**config.mk**
```make
export PLATFORM = sky130hd
export DESIGN_NAME = hsv_to_rgb_color_flat
export DESIGN_NICKNAME = d
export VERILOG_FILES = /design/src/sv/hsv2rgb_pkg.sv /design/src/sv/hsv2rgb_in_if.sv /design/src/sv/hsv2rgb_out_if.sv /design/src/sv/hsv2rgb_front.sv /design/src/sv/hsv2rgb_chan.sv /design/src/sv/hsv_to_rgb_color.sv /design/src/flat_wrapper.sv
export SDC_FILE = /design/constraint.sdc
export NUM_CORES = 2
export LEC_CHECK = 0
export ABC_CLOCK_PERIOD_IN_PS = 6300
export BUFFER_PORTS_ARGS = -buffer_cell sky130_fd_sc_hd__buf_2
export CORE_ASPECT_RATIO = 0.5
export CORE_MARGIN = 2
export CORE_UTILIZATION = 60
export CTS_CLUSTER_DIAMETER = 30
export CTS_CLUSTER_SIZE = 8
export DETAILED_ROUTE_END_ITERATION = 10
export GPL_TIMING_DRIVEN = 0
export MAX_ROUTING_LAYER = met4
export PLACE_DENSITY = 0.77
export SLEW_MARGIN = 0
export SYNTH_ARGS = -nofsm -noshare
export SYNTH_HDL_FRONTEND = slang
export SYNTH_SLANG_ARGS = --single-unit
```
**constraint.sdc**
```tcl
create_clock -name i_clk -period 6.3 [get_ports i_clk]
set_clock_uncertainty 0.2 [all_clocks]
set_input_delay 1.26 -clock i_clk [delete_from_list [all_inputs] [get_ports i_clk]]
set_output_delay 1.26 -clock i_clk [all_outputs]
set_load 0.05 [all_outputs]
```
**src/sv/hsv2rgb_pkg.sv**
```systemverilog
`default_nettype none
package hsv2rgb_pkg;

    // Field widths
    localparam int HUE_W   = 9;
    localparam int PCT_W   = 7;
    localparam int CHAN_W  = 8;
    localparam int GAIN_W  = 6;
    localparam int OFFS_W  = 6;
    localparam int SATP_W  = CHAN_W + PCT_W;   // (255 - c) * (100 - s)
    localparam int SCALE_W = CHAN_W + GAIN_W;  // c * gain
    localparam int RECIP_W = 13;
    localparam int QFULL_W = SATP_W + RECIP_W;

    // Pipeline depth: front stage plus four channel stages
    localparam int NUM_STAGES = 5;

    // Input limits
    localparam logic [HUE_W-1:0] HUE_LIMIT = 9'd360;
    localparam logic [HUE_W-1:0] HUE_MAX   = 9'd359;
    localparam logic [PCT_W-1:0] PCT_MAX   = 7'd100;

    // Sector bounds (first hue of the next sector)
    localparam logic [HUE_W-1:0] SEC0_END = 9'd61;
    localparam logic [HUE_W-1:0] SEC1_END = 9'd121;
    localparam logic [HUE_W-1:0] SEC2_END = 9'd181;
    localparam logic [HUE_W-1:0] SEC3_END = 9'd241;
    localparam logic [HUE_W-1:0] SEC4_END = 9'd301;

    // Sector base hues
    localparam logic [HUE_W-1:0] SEC1_BASE = 9'd60;
    localparam logic [HUE_W-1:0] SEC2_BASE = 9'd120;
    localparam logic [HUE_W-1:0] SEC3_BASE = 9'd180;
    localparam logic [HUE_W-1:0] SEC4_BASE = 9'd240;
    localparam logic [HUE_W-1:0] SEC5_BASE = 9'd300;

    localparam logic [CHAN_W-1:0] CHAN_FULL = 8'd255;
    localparam logic [CHAN_W-1:0] CHAN_OFF  = 8'd0;

    // x / 100 == (x * 5243) >> 19, exact for x < 2^15
    localparam logic [RECIP_W-1:0] RECIP_100   = 13'd5243;
    localparam int                 RECIP_SHIFT = 19;

    // floor(v^0.9) for v = 0..100
    localparam logic [GAIN_W-1:0] GAMMA_TAB [101] = '{
         6'd0,  6'd1,  6'd1,  6'd2,  6'd3,  6'd4,  6'd5,  6'd5,  6'd6,  6'd7,
         6'd7,  6'd8,  6'd9, 6'd10, 6'd10, 6'd11, 6'd12, 6'd12, 6'd13, 6'd14,
        6'd14, 6'd15, 6'd16, 6'd16, 6'd17, 6'd18, 6'd18, 6'd19, 6'd20, 6'd20,
        6'd21, 6'd21, 6'd22, 6'd23, 6'd23, 6'd24, 6'd25, 6'd25, 6'd26, 6'd27,
        6'd27, 6'd28, 6'd28, 6'd29, 6'd30, 6'd30, 6'd31, 6'd31, 6'd32, 6'd33,
        6'd33, 6'd34, 6'd35, 6'd35, 6'd36, 6'd36, 6'd37, 6'd38, 6'd38, 6'd39,
        6'd39, 6'd40, 6'd41, 6'd41, 6'd42, 6'd42, 6'd43, 6'd44, 6'd44, 6'd45,
        6'd45, 6'd46, 6'd46, 6'd47, 6'd48, 6'd48, 6'd49, 6'd49, 6'd50, 6'd51,
        6'd51, 6'd52, 6'd52, 6'd53, 6'd53, 6'd54, 6'd55, 6'd55, 6'd56, 6'd56,
        6'd57, 6'd57, 6'd58, 6'd59, 6'd59, 6'd60, 6'd60, 6'd61, 6'd61, 6'd62,
        6'd63
    };

    // Front stage result: raw channels plus shared scale terms
    typedef struct packed {
        logic [CHAN_W-1:0] red;
        logic [CHAN_W-1:0] green;
        logic [CHAN_W-1:0] blue;
        logic [PCT_W-1:0]  inv_sat;
        logic [GAIN_W-1:0] gain;
    } t_front;

    // Load enables for the channel stages
    typedef struct packed {
        logic s2;
        logic s3;
        logic s4;
        logic s5;
    } t_stage_en;

    // Divide a value below 2^15 by 100
    function automatic logic [CHAN_W-1:0] div100(input logic [SATP_W-1:0] x);
        logic [QFULL_W-1:0] prod;
        prod = QFULL_W'(x) * QFULL_W'(RECIP_100);
        return CHAN_W'(prod >> RECIP_SHIFT);
    endfunction

endpackage
`default_nettype wire

```
**src/sv/hsv2rgb_in_if.sv**
```systemverilog
`default_nettype none
interface hsv2rgb_in_if;
    import hsv2rgb_pkg::*;

    logic             valid;
    logic             ready;
    logic [HUE_W-1:0] hue;
    logic [PCT_W-1:0] saturation;
    logic [PCT_W-1:0] brightness;

    modport source (output valid, output hue, output saturation, output brightness,
                    input ready);
    modport sink   (input valid, input hue, input saturation, input brightness,
                    output ready);
endinterface
`default_nettype wire

```
**src/sv/hsv2rgb_out_if.sv**
```systemverilog
`default_nettype none
interface hsv2rgb_out_if;
    import hsv2rgb_pkg::*;

    logic              valid;
    logic              ready;
    logic [CHAN_W-1:0] red;
    logic [CHAN_W-1:0] green;
    logic [CHAN_W-1:0] blue;

    modport source (output valid, output red, output green, output blue, input ready);
    modport sink   (input valid, input red, input green, input blue, output ready);
endinterface
`default_nettype wire

```
**src/sv/hsv2rgb_front.sv**
```systemverilog
`default_nettype none
module hsv2rgb_front (
    input  wire logic                     i_clk,
    input  wire logic                     i_en,
    input  wire logic [hsv2rgb_pkg::HUE_W-1:0] i_hue,
    input  wire logic [hsv2rgb_pkg::PCT_W-1:0] i_sat,
    input  wire logic [hsv2rgb_pkg::PCT_W-1:0] i_bright,
    output hsv2rgb_pkg::t_front           o_front
);
    import hsv2rgb_pkg::*;

    // Rising ramp: floor(17*d/4)
    function automatic logic [CHAN_W-1:0] ramp_up(input logic [OFFS_W-1:0] d);
        logic [10:0] x;
        x = 11'(d) * 11'd17;
        return x[9:2];
    endfunction

    // Falling ramp: 255 - ceil(17*d/4)
    function automatic logic [CHAN_W-1:0] ramp_down(input logic [OFFS_W-1:0] d);
        logic [10:0] x;
        x = 11'(d) * 11'd17 + 11'd3;
        return CHAN_FULL - x[9:2];
    endfunction

    logic [HUE_W-1:0] hue_c;
    logic [PCT_W-1:0] sat_c;
    logic [PCT_W-1:0] bright_c;
    t_front           n_front;
    t_front           r_front;

    // Clamp inputs
    assign hue_c    = (i_hue >= HUE_LIMIT) ? HUE_MAX : i_hue;
    assign sat_c    = (i_sat > PCT_MAX) ? PCT_MAX : i_sat;
    assign bright_c = (i_bright > PCT_MAX) ? PCT_MAX : i_bright;

    // Sector decode and ramp
    always_comb begin
        n_front.inv_sat = PCT_MAX - sat_c;
        n_front.gain    = GAMMA_TAB[bright_c];
        if (hue_c < SEC0_END) begin
            n_front.red   = CHAN_FULL;
            n_front.green = ramp_up(OFFS_W'(hue_c));
            n_front.blue  = CHAN_OFF;
        end else if (hue_c < SEC1_END) begin
            n_front.red   = ramp_down(OFFS_W'(hue_c - SEC1_BASE));
            n_front.green = CHAN_FULL;
            n_front.blue  = CHAN_OFF;
        end else if (hue_c < SEC2_END) begin
            n_front.red   = CHAN_OFF;
            n_front.green = CHAN_FULL;
            n_front.blue  = ramp_up(OFFS_W'(hue_c - SEC2_BASE));
        end else if (hue_c < SEC3_END) begin
            n_front.red   = CHAN_OFF;
            n_front.green = ramp_down(OFFS_W'(hue_c - SEC3_BASE));
            n_front.blue  = CHAN_FULL;
        end else if (hue_c < SEC4_END) begin
            n_front.red   = ramp_up(OFFS_W'(hue_c - SEC4_BASE));
            n_front.green = CHAN_OFF;
            n_front.blue  = CHAN_FULL;
        end else begin
            n_front.red   = CHAN_FULL;
            n_front.green = CHAN_OFF;
            n_front.blue  = ramp_down(OFFS_W'(hue_c - SEC5_BASE));
        end
    end

    always_ff @(posedge i_clk) begin
        if (i_en) begin
            r_front <= n_front;
        end
    end

    assign o_front = r_front;
endmodule
`default_nettype wire

```
**src/sv/hsv2rgb_chan.sv**
```systemverilog
`default_nettype none
module hsv2rgb_chan (
    input  wire logic                          i_clk,
    input  wire hsv2rgb_pkg::t_stage_en        i_en,
    input  wire logic [hsv2rgb_pkg::CHAN_W-1:0] i_chan,
    input  wire logic [hsv2rgb_pkg::PCT_W-1:0]  i_inv_sat,
    input  wire logic [hsv2rgb_pkg::GAIN_W-1:0] i_gain,
    output logic      [hsv2rgb_pkg::CHAN_W-1:0] o_chan
);
    import hsv2rgb_pkg::*;

    logic [CHAN_W-1:0]  r_c2;
    logic [SATP_W-1:0]  r_p2;
    logic [GAIN_W-1:0]  r_g2;
    logic [CHAN_W-1:0]  r_c3;
    logic [GAIN_W-1:0]  r_g3;
    logic [SCALE_W-1:0] r_m4;
    logic [CHAN_W-1:0]  r_o5;

    logic [CHAN_W-1:0]  comp;
    logic [CHAN_W:0]    n_c3;

    assign comp = CHAN_FULL - i_chan;
    assign n_c3 = {1'b0, r_c2} + {1'b0, div100(r_p2)};

    // Stage 2: distance to full times (100 - s)
    always_ff @(posedge i_clk) begin
        if (i_en.s2) begin
            r_c2 <= i_chan;
            r_p2 <= SATP_W'(comp) * SATP_W'(i_inv_sat);
            r_g2 <= i_gain;
        end
    end

    // Stage 3: add the saturation blend (never exceeds 255)
    always_ff @(posedge i_clk) begin
        if (i_en.s3) begin
            r_c3 <= n_c3[CHAN_W-1:0];
            r_g3 <= r_g2;
        end
    end

    // Stage 4: brightness product
    always_ff @(posedge i_clk) begin
        if (i_en.s4) begin
            r_m4 <= SCALE_W'(r_c3) * SCALE_W'(r_g3);
        end
    end

    // Stage 5: divide by 100 into the output register
    always_ff @(posedge i_clk) begin
        if (i_en.s5) begin
            r_o5 <= div100(SATP_W'(r_m4));
        end
    end

    assign o_chan = r_o5;
endmodule
`default_nettype wire

```
**src/sv/hsv_to_rgb_color.sv**
```systemverilog
// HSV to RGB color converter, one color per clock while o_rgb.ready is high.
//
// i_hsv (sink) takes hue in degrees and saturation and brightness in
// percent; o_rgb (source) gives 8-bit red, green and blue. Both use a
// valid/ready handshake; an item moves at a clock edge where both are high.
// Out-of-range inputs are clamped (hue to 359, percentages to 100).
//
// The pipeline has 5 register stages (clamp/sector/ramp, saturation product,
// blend, brightness product, divide into the output register); a result
// reaches o_rgb once its item has passed all five. It takes one item per
// cycle when nothing stalls.
//
// Each stage carries a valid bit and loads when it is empty or the stage
// after it moves. When the receiver holds o_rgb.ready low the output stays
// put, the stages behind it fill up, and i_hsv.ready drops only once all
// five stages hold items. Nothing is lost or repeated.
// Synchronous active-low reset empties the pipeline; data registers are
// not reset.
`default_nettype none
module hsv_to_rgb_color (
    input  wire logic     i_clk,
    input  wire logic     i_rst_n,
    hsv2rgb_in_if.sink    i_hsv,
    hsv2rgb_out_if.source o_rgb
);
    import hsv2rgb_pkg::*;

    logic [NUM_STAGES:1] r_v;
    logic [NUM_STAGES:1] n_v;
    logic [NUM_STAGES:1] en;
    t_front              front;
    t_stage_en           chan_en;

    // Stage load enables, back from the output
    always_comb begin
        en[NUM_STAGES] = !r_v[NUM_STAGES] || o_rgb.ready;
        for (int k = NUM_STAGES - 1; k >= 1; k--) begin
            en[k] = !r_v[k] || en[k+1];
        end
    end

    // Valid bits travel with the data
    always_comb begin
        n_v = r_v;
        if (en[1]) begin
            n_v[1] = i_hsv.valid;
        end
        for (int k = 2; k <= NUM_STAGES; k++) begin
            if (en[k]) begin
                n_v[k] = r_v[k-1];
            end
        end
    end

    always_ff @(posedge i_clk) begin
        if (!i_rst_n) begin
            r_v <= '0;
        end else begin
            r_v <= n_v;
        end
    end

    assign chan_en.s2 = en[2];
    assign chan_en.s3 = en[3];
    assign chan_en.s4 = en[4];
    assign chan_en.s5 = en[5];

    hsv2rgb_front u_front (
        .i_clk    (i_clk),
        .i_en     (en[1]),
        .i_hue    (i_hsv.hue),
        .i_sat    (i_hsv.saturation),
        .i_bright (i_hsv.brightness),
        .o_front  (front)
    );

    hsv2rgb_chan u_red (
        .i_clk     (i_clk),
        .i_en      (chan_en),
        .i_chan    (front.red),
        .i_inv_sat (front.inv_sat),
        .i_gain    (front.gain),
        .o_chan    (o_rgb.red)
    );

    hsv2rgb_chan u_green (
        .i_clk     (i_clk),
        .i_en      (chan_en),
        .i_chan    (front.green),
        .i_inv_sat (front.inv_sat),
        .i_gain    (front.gain),
        .o_chan    (o_rgb.green)
    );

    hsv2rgb_chan u_blue (
        .i_clk     (i_clk),
        .i_en      (chan_en),
        .i_chan    (front.blue),
        .i_inv_sat (front.inv_sat),
        .i_gain    (front.gain),
        .o_chan    (o_rgb.blue)
    );

    assign i_hsv.ready = en[1];
    assign o_rgb.valid = r_v[NUM_STAGES];
endmodule
`default_nettype wire

```
**src/flat_wrapper.sv**
```systemverilog
// flat-port wrapper written by rule: the top's interface ports become plain ports
module hsv_to_rgb_color_flat import hsv2rgb_pkg::*;
  (i_clk, i_rst_n, i_hsv_valid, i_hsv_hue, i_hsv_saturation, i_hsv_brightness, i_hsv_ready, o_rgb_valid, o_rgb_red, o_rgb_green, o_rgb_blue, o_rgb_ready);
  hsv2rgb_in_if i_hsv_i ();
  hsv2rgb_out_if o_rgb_i ();
  input  wire logic i_clk;
  input  wire logic i_rst_n;
  input wire logic [$bits(i_hsv_i.valid)-1:0] i_hsv_valid;
  input wire logic [$bits(i_hsv_i.hue)-1:0] i_hsv_hue;
  input wire logic [$bits(i_hsv_i.saturation)-1:0] i_hsv_saturation;
  input wire logic [$bits(i_hsv_i.brightness)-1:0] i_hsv_brightness;
  output wire logic [$bits(i_hsv_i.ready)-1:0] i_hsv_ready;
  output wire logic [$bits(o_rgb_i.valid)-1:0] o_rgb_valid;
  output wire logic [$bits(o_rgb_i.red)-1:0] o_rgb_red;
  output wire logic [$bits(o_rgb_i.green)-1:0] o_rgb_green;
  output wire logic [$bits(o_rgb_i.blue)-1:0] o_rgb_blue;
  input wire logic [$bits(o_rgb_i.ready)-1:0] o_rgb_ready;
  assign i_hsv_i.valid = i_hsv_valid;
  assign i_hsv_i.hue = i_hsv_hue;
  assign i_hsv_i.saturation = i_hsv_saturation;
  assign i_hsv_i.brightness = i_hsv_brightness;
  assign i_hsv_ready = i_hsv_i.ready;
  assign o_rgb_valid = o_rgb_i.valid;
  assign o_rgb_red = o_rgb_i.red;
  assign o_rgb_green = o_rgb_i.green;
  assign o_rgb_blue = o_rgb_i.blue;
  assign o_rgb_i.ready = o_rgb_ready;
  hsv_to_rgb_color u_core (.i_clk(i_clk), .i_rst_n(i_rst_n), .i_hsv(i_hsv_i), .o_rgb(o_rgb_i));
endmodule
```
==> summary.json <==
{
  "status": "complete, but fails checks",
  "failing_checks": "setup timing",
  "initialDrtViolationCount": 1442,
  "drt-total-wl_mm": 83.8,
  "detailroute.via_count": 26700,
  "overflow": 0,
  "initial_utilization_pct": 60.5,
  "dr.pass1.iters": 7,
  "post-route-drc-count": 0,
  "number_of_enable_flip_flop_cells_after_synthesis": 208,
  "ranking_of_synthesized_cells_by_area": "sky130_fd_sc_hd__fa_1 (29%), sky130_fd_sc_hd__ha_1 (26%), sky130_fd_sc_hd__edfxtp_1 (16%), sky130_fd_sc_hd__inv_1 (9.3%), sky130_fd_sc_hd__xnor2_1 (2.8%)",
  "ios": 53,
  "layout-drive-gt1-share_pct": 8.81,
  "gp_routability_congestion": 0.917,
  "tritoncts.num_buffers": 43,
  "r2r_setup_slack_ns": -0.27,
  "postRouteAntennaNets": 0,
  "worstSkewPairLatency_ns": 0.57,
  "final_antenna_diode_count": 0,
  "ys_seq_elements": 213,
  "critPathArrivalTime_ns": 6.65,
  "synth.avg_cell_area_sq_um": 10.2,
  "final_min_period_over_clock_period_pct": 104,
  "end_of_flow_core_utilization_pct": 67.1,
  "tritoncts": "yes",
  "synth_seq_area_share_pct": 16.2,
  "mostFrequentLayoutCell": "sky130_fd_sc_hd__inv_1",
  "grt_antenna_before_repair": 0,
  "endpoint_kind": "flop",
  "groute.usage.overall_pct": 26.5,
  "synth_warnings": 0,
  "die-area_sq_um": 67600,
  "placeableCoreArea_sq_um": 64800,
  "die_width_um": 366,
  "synth.cell_area_sq_um": 39200,
  "wire_length_of_the_first_global_routing_pass_mm": 139,
  "dp_worst_setup_slack_ns": -1.10,
  "finalNetCount": 5425,
  "clk_root_buffer_cell": "sky130_fd_sc_hd__clkbuf_16",
  "final.fill_count": 4718,
  "final_worst_path_period_need_ns": 6.57,
  "maxClockFrequency_mhz": 152,
  "path_class": "reg -> reg",
  "critical_path_launch_point_type": "flop",
  "placementRows": 66,
  "max_slew_margin_pct": 21.0,
  "synth_cells": 3830,
  "route.detailed.wl_per_inst_um": 17.0,
  "finalWorstSetupSlack_ns": -0.266,
  "yosysUniqueCellTypes": 78,
  "setup_viol_count_final": 7,
  "synth_top_area_share_pct": 28.7,
  "die-height_um": 185,
  "avgViaCountPerCell": 5.40,
  "cts_sinks": 213,
  "ctsLongestPathBuffers": 3,
  "detailedPlacementHpwl_mm": 66.4,
  "cp_data_required_time_ns": 6.39,
  "clk_pin_slew_ns": 0.05,
  "critical_path.max_fanout": 5,
  "number_of_global_route_vias_before_repair": 29000,
  "hold_path.class": "reg -> reg",
  "maxCapViolations": 0,
  "cts_max_level": 2,
  "yosys_most_used_dff": "sky130_fd_sc_hd__edfxtp_1",
  "cts_hold_buffers": 0,
  "async_reset_ff_share_pct": 0,
  "unrepaired_setup_endpoints_after_global_routing": "yes",
  "whs_ns": 0.205,
  "post_synth_net_total": 5233,
  "pin_count_of_the_biggest_net_entering_global_routing": 73,
  "synth.largest_area_cell": "sky130_fd_sc_hd__fa_1",
  "hold_violations": 0,
  "worst_slew_pin_slew_ns": 1.18,
  "most-common-layout-cells": "sky130_fd_sc_hd__inv_1 (959), sky130_fd_sc_hd__ha_1 (789), sky130_fd_sc_hd__fa_1 (554)",
  "slew_violations": 0,
  "area.growth.synth_to_final_pct": 10.8,
  "place.port_buffers": 49
}
[cells in the mapped netlist (10+ instances only)]
cell type	number
sky130_fd_sc_hd__o21bai_1	32
sky130_fd_sc_hd__clkbuf_1	41
sky130_fd_sc_hd__o21ai_0	58
sky130_fd_sc_hd__nand3_1	25
sky130_fd_sc_hd__o211ai_1	10
sky130_fd_sc_hd__nand2_1	158
sky130_fd_sc_hd__a21o_1	41
sky130_fd_sc_hd__and2_1	71
sky130_fd_sc_hd__xnor2_1	126
sky130_fd_sc_hd__nor3_1	32
sky130_fd_sc_hd__xor2_1	39
sky130_fd_sc_hd__ha_1	814
sky130_fd_sc_hd__nor2b_1	105
sky130_fd_sc_hd__nor2_1	80
sky130_fd_sc_hd__nand2b_1	101
sky130_fd_sc_hd__a211oi_1	17
sky130_fd_sc_hd__inv_1	976
sky130_fd_sc_hd__fa_1	562
sky130_fd_sc_hd__edfxtp_1	208
sky130_fd_sc_hd__o21ai_1	17
sky130_fd_sc_hd__and3_1	11
sky130_fd_sc_hd__o21a_1	30
sky130_fd_sc_hd__a21oi_1	134
[layer usage]
layer	global-route usage (%)	part of all wire, %	vias to the layer above
met2	45.1	49	594
li1	-	-	12600
met1	33.9	44	13300
met4	5.76	2.3	0
met3	3.72	4.8	166
met5	-	0	-
[worst paths after layout]
check	from	end	cells past startpoint
worst max-delay path	u_core.u_green.r_p2[10]	u_core.u_green.r_c3[6]	27
worst min-delay path	u_core.u_front.o_front[4]	u_core.u_red.r_g2[4]	0
worst max register to register	u_core.u_green.r_p2[10]	u_core.u_green.r_c3[6]	27
worst min register to register	u_core.u_front.o_front[4]	u_core.u_red.r_g2[4]	0
[sequential cells by signal, indices dropped and copies added (netlist names), 14 cells and up]
register	count
u_core.u_blue.r_m4	14
u_core.u_front.o_front	37
u_core.u_blue.r_p2	15
u_core.u_red.r_p2	15
u_core.u_green.r_m4	14
u_core.u_red.r_m4	14
u_core.u_green.r_p2	15
[kinds of logic after synthesis]
logic type	synth area share [%]
AOI/OAI and AO/OA	7.29
xor gates and xnor gates	3.68
adders and majority gates	54.6
buffers and inverters	9.85
DFF	16.2
muxes	0.159
and+or+nand+nor	8.20
[timing repair]
| item | 4_1_cts | 5_1_grt |
|---|---|---|
| resized for setup | 67 | 74 |
| setup buffers | 60 | 39 |
| setup endpoints to repair | 17 | 11 |
| pin swaps | 70 | 76 |
[critical path, cell delays in order (launching register included)]
cell and delay (ns):
sky130_fd_sc_hd__edfxtp_1 0.37, sky130_fd_sc_hd__buf_6 0.16, sky130_fd_sc_hd__ha_4 0.25, sky130_fd_sc_hd__fa_2 0.48
sky130_fd_sc_hd__fa_1 0.53, sky130_fd_sc_hd__inv_2 0.04, sky130_fd_sc_hd__fa_2 0.57, sky130_fd_sc_hd__fa_1 0.43
sky130_fd_sc_hd__inv_1 0.12, sky130_fd_sc_hd__ha_2 0.28, sky130_fd_sc_hd__o21a_1 0.19, sky130_fd_sc_hd__o211ai_1 0.30
sky130_fd_sc_hd__o2bb2ai_4 0.18, sky130_fd_sc_hd__nor3b_2 0.07, sky130_fd_sc_hd__o21a_1 0.21, sky130_fd_sc_hd__o21ai_1 0.14
sky130_fd_sc_hd__nand2b_1 0.09, sky130_fd_sc_hd__a21oi_2 0.17, sky130_fd_sc_hd__xnor2_2 0.15, sky130_fd_sc_hd__ha_2 0.23
sky130_fd_sc_hd__inv_2 0.04, sky130_fd_sc_hd__fa_2 0.34, sky130_fd_sc_hd__inv_2 0.07, sky130_fd_sc_hd__a21oi_2 0.06
sky130_fd_sc_hd__o21bai_1 0.19, sky130_fd_sc_hd__a21o_1 0.16, sky130_fd_sc_hd__a21oi_2 0.08, sky130_fd_sc_hd__xnor2_2 0.19
[cell type report]
| type | instances | area, sq um | share of cell area [%] |
|---|---|---|---|
| multi-input cells | 2590 | 29700 | 68.2 |
| flip-flops and latches | 213 | 6350 | 14.6 |
| well taps | 884 | 1110 | 2.54 |
| plain buffers | 49 | 195 | 0.449 |
| clock buffers | 51 | 1170 | 2.69 |
| inverters | 978 | 3670 | 8.45 |
| repair buffers | 147 | 1070 | 2.47 |
| clock inverters | 25 | 256 | 0.590 |
[stage by stage]
| stage | TNS [ns] | instances | cell area, sq um |
|---|---|---|---|
| floorplan | 0 | 3830 | 39200 |
| global placement | -6.18 | 4763 | 40600 |
| detailed placement | -7.90 | 4765 | 40600 |
| CTS | -0.558 | 4901 | 42900 |
| global route | -3.14 | 4937 | 43500 |
| finish | -0.912 | 4937 | 43500 |
Power is not shown: default switching activity piles up to over one toggle a cycle in this logic, so the estimate is an artifact.
